### src/lob_ram.sv
// Simple dual-port RAM with registered read.
module lob_ram #(
  parameter int DATA_W = 8,
  parameter int ADDR_W = 4
) (
  input  logic              clk_i,
  input  logic              we_i,
  input  logic [ADDR_W-1:0] waddr_i,
  input  logic [DATA_W-1:0] wdata_i,
  input  logic [ADDR_W-1:0] raddr_i,
  output logic [DATA_W-1:0] rdata_o
);

  logic [DATA_W-1:0] mem_q [2**ADDR_W];

  // Write port.
  always_ff @(posedge clk_i) begin
    if (we_i) begin
      mem_q[waddr_i] <= wdata_i;
    end
  end

  // Registered read port.
  always_ff @(posedge clk_i) begin
    rdata_o <= mem_q[raddr_i];
  end

endmodule

### config.mk
export PLATFORM = sky130hd
export DESIGN_NAME = lob_ram
export DESIGN_NICKNAME = d
export VERILOG_FILES = /design/src/lob_ram.sv
export SDC_FILE = /design/constraint.sdc
export NUM_CORES = 1
export LEC_CHECK = 0
export ABC_AREA = 1
export BUFFER_PORTS_ARGS = -buffer_cell sky130_fd_sc_hd__buf_2
export CAP_MARGIN = 20
export CORE_MARGIN = 8
export CORE_UTILIZATION = 25
export CTS_BUF_LIST = sky130_fd_sc_hd__clkbuf_8
export DETAILED_ROUTE_END_ITERATION = 6
export RECOVER_POWER = 25
export SETUP_SLACK_MARGIN = 0.02
export SYNTH_ARGS = -nofsm -noshare
export SYNTH_HDL_FRONTEND = slang
export SYNTH_SLANG_ARGS = --single-unit
### constraint.sdc
create_clock -name clk_i -period 2 [get_ports clk_i]
set_input_delay 0.1 -clock clk_i [delete_from_list [all_inputs] [get_ports clk_i]]
set_output_delay 0.1 -clock clk_i [all_outputs]
set_load 0.03 [all_outputs]
# Word-level counts from Yosys, hierarchy flattened
# Memories as Yosys holds them, arrays and structs flattened. A register that Yosys moved wholly into a read port is not among the register bits.
# Index checks and enable logic that the tools add are counted.
classes:
  muxes: 2
op_table:
  columns: ["cell", "n"]
  rows:
  - ["1-bit two-way mux", 2]
word_totals:
  regBits: 0
  mem_bits_rw: 128
  in_bits: 18
  output_inout_bits: 8
  wordCells: 3
  memories: 1
mem_list:
  columns: ["name", "words", "word_bits", "rd", "rd_ports_with_merged_regs", "write_ports", "line", "rtl"]
  rows:
  - ["mem_q", 16, 8, 1, 1, 1, "14", "logic [DATA_W-1:0] mem_q [2**ADDR_W];"]

# Longest topological paths before layout
depth:
  depth_word: 2
  mapped_depth: 8
  mapped_depth_nobuf: 7

# Worst setup path after synthesis
# OpenSTA, ideal clock, no wires.
synth_timing:
  kind: "input-to-reg"
  start: "input port waddr_i[2]"
  end: "memory mem_q[10][0], enable pin"
  t_arrival_ps: 681
  path_slack_ps: 949
  stages: 2
  path_buffers: 0
  path_cell_list: "nand3b_1 > nor2_1"
synth_rtl:
  columns: ["element", "line", "rtl"]
  rows:
  - ["start: declaration", "8", "input logic [ADDR_W-1:0] waddr_i,"]
  - ["end: declaration", "14", null]
# No word-level cell before the write port.

# Worst setup path in the final report
layout_timing:
  start: "register rdata_o[0] (read register of mem_q)"
  end: "output port rdata_o[0]"
layout_rtl:
  columns: ["element", "line", "rtl"]
  rows:
  - ["start: declaration", "11", "output logic [DATA_W-1:0] rdata_o"]
# No word-level cell between the ends.

==> summary.txt <==
Clock network
  – # hold bufs at CTS: 1
  – Cts bufs inserted: 17
  – H-tree depth: 4
  – Setup repair bufs after CTS: 0
  – Clock sinks: 136
  – Cts repair resizes: 0
  – Worst-Skew Late Latency: 0.45 ns
  – Max Root-Sink Buffers: 2
  – CTS tree: done
  – Clock transition at path regs: 0.07 ns
  – Root Buffer: clkbuf_8

Final layout
  – Final Core Density: 29.2%
  – Antenna cells: 0
  – Final net count: 602
  – Syn-to-layout area delta: 14.8%
  – Share of cells above drive strength 1: 10.6%
  – Fillers: 2,321

Global routing
  – Gr ovfl total: 0
  – Global-route wire length before repair: 20,900 um
  – Met1 GRT Util: 13.3%
  – Initial antenna violation count: 0
  – Vias in the first global route: 3,616
  – Most Crowded Layer GR: met2
  – Largest net degree at the start of global routing: 65
  – Gr usage total: 9.97%
  – Routing usage on met3: 2.67%
  – Met2 usage: 15.5%

Placed design
  – IO Port Bufs: 25
  – Gpl congestion: 0.772
  – Dpl hpwl: 8570 um

STA
  – Relative slew slack: 35.1%
  – Fin crit share: 58.1%
  – Hold violation total from the final report: 0
  – Unrepaired setup endpoints after global routing: false
  – Setup TNS: 0 ns
  – Worst clock skew: 0.0106 ns
  – Final setup viols: 0
  – Final slew viol count: 0
  – Slew @ Worst Pin: 0.973 ns
  – Period minus WS final: 1.16 ns
  – F_max: 0.861 GHz

Drt
  – Wire per inst: 15.5 um
  – Drt drc: 0
  – Final WL: 13,700 um
  – Number of routed nets with antenna violations: 0
  – Iteration-0 DRC Markers: 428
  – Vias/cell: 4.24
  – Via count: 3,738
  – Pre-antenna DRT Iters: 5

Worst setup path
  – Buf/Inv on CP: 1
  – CP max FO: 1
  – Crit path cell chain: buf_2
  – Worst reg2reg path startpoint: mem_q[0][6]
  – Slowest-stage cell, CP: dfxtp_1
  – CP arrival: 1.06 ns
  – Worst Path Required: 1.90 ns
  – Crit. End Element: output port
  – Setup crit start kind: flop
  – Largest delay share family, worst path: flip-flops
  – CP peak stage delay: 0.38 ns
  – Worst setup path start: rdata_o[0]
  – Type of the worst setup path: reg2out

Flow run
  – Max cap viols: 0

Synthesis
  – Largest area contributor in the netlist: edfxtp_1
  – Area contributors post-synth: edfxtp_1 (67%), nand2_1 (11%), nand3_1 (8.4%)
  – Syn Area/Cell: 10.5 um2
  – Cell count after synthesis: 551
  – Synth cell types: 12
  – Synth top area share: 66.7%
  – Cell with the most instances after synthesis: nand2_1
  – Synth cell count leaders: nand2_1 (173), edfxtp_1 (128), inv_1 (100), nand3_1 (97), nor2_1 (17)
  – Ys flop type: edfxtp_1
  – Sequential area share after synthesis: 69.4%
  – Ys async rst share: 0%
  – YS warnings: 0
  – Yosys reg bits: 136
  – Synthesized net count: 569
  – EDFF count, synth: 128
  – Synthesized area: 5770 um2

Status
  – Status: finished clean

Floorplanning
  – Die width: 168 um
  – FP Rows: 55
  – Initial Utilization: 25.5%
  – Die height: 168 um
  – Core ar.: 22,600 um2
  – Ports: 26
  – Die footprint: 28,200 um2

Power and ir drop
  – Power per cell area: 906 nW/um2
  – Peak VDD IR: 0.492 mV
  – Pleak: 0.00279 uW

Worst hold path
  – Worst hold path class: in2reg
  – Min-delay src: wdata_i[6]
[path summary, 6_finish.rpt]
| check | to | slack, ns | cells after the start |
|---|---|---|---|
| worst min-delay path | mem_q[0][6] | 0.12 | 1 |
| worst max-delay path | rdata_o[0] | 0.84 | 1 |
| worst max register to register | rdata_o[6] | 0.98 | 6 |
| worst min register to register | rdata_o[2] | 0.68 | 6 |
[registers in the layout (all words and copies together) (netlist names)]
name and count:
mem_q 128, rdata_o 8
[where the power goes]
| part | internal [uW] | switching, uW |
|---|---|---|
| Clock | 1380 | 985 |
| Sequential | 3180 | 23.4 |
| Combinational | 108 | 314 |
| Total | 4670 | 1320 |
[per-stage QoR]
stage	instances	power, uW	cell area, um2	hold slack [ns]	worst slack [ns]
2_1_floorplan	551	3520	5770	0.199	0.949
3_3_place_gp	849	3690	6180	0.476	0.552
3_5_place_dp	849	3700	6180	0.475	0.547
4_1_cts	882	6050	6620	0.0332	0.812
5_1_grt	882	6210	6620	0.101	0.796
6_report	882	6000	6620	0.120	0.839
[cells in the final DEF (no fill, tap or decap)]
master / Yosys / routed
buf_12: 0 / 1
buf_2: 13 / 20
buf_4: 4 / 11
bufinv_16: 0 / 3
clkbuf_1: 0 / 5
clkbuf_8: 0 / 22
clkinv_1: 0 / 1
clkinv_2: 0 / 2
clkinvlp_4: 0 / 2
dfxtp_1: 8 / 8
dlygate4sd3_1: 0 / 1
edfxtp_1: 128 / 128
inv_1: 100 / 102
inv_2: 2 / 2
nand2_1: 173 / 173
nand3_1: 97 / 97
nand3b_1: 2 / 2
nor2_1: 17 / 17
[cell type report]
cell class	count	area [um2]	share of cell area, %
Clock inverter	10	126	1.91
Multi-Input combinational cell	289	1210	18.3
Clock buffer	22	303	4.58
Sequential cell	136	4000	60.5
Inverter	102	383	5.79
Tap cell	285	357	5.39
Timing Repair Buffer	38	231	3.50
[cell families after synthesis]
logic type	count (synthesis)	synth area share, %
simple gates	289	21.0
flops	136	69.4
buf+inv	126	9.52
[per-layer routing]
| layer | wire length [um] | vias up | part of all wire, % |
|---|---|---|---|
| met5 | 0 | - | 0 |
| met1 | 6650 | 1804 | 49 |
| met4 | 162 | 0 | 1.2 |
| li1 | - | 1834 | - |
| met2 | 6280 | 87 | 46 |
| met3 | 580 | 13 | 4.2 |
Note: power is estimated with default switching activity, not from simulation.
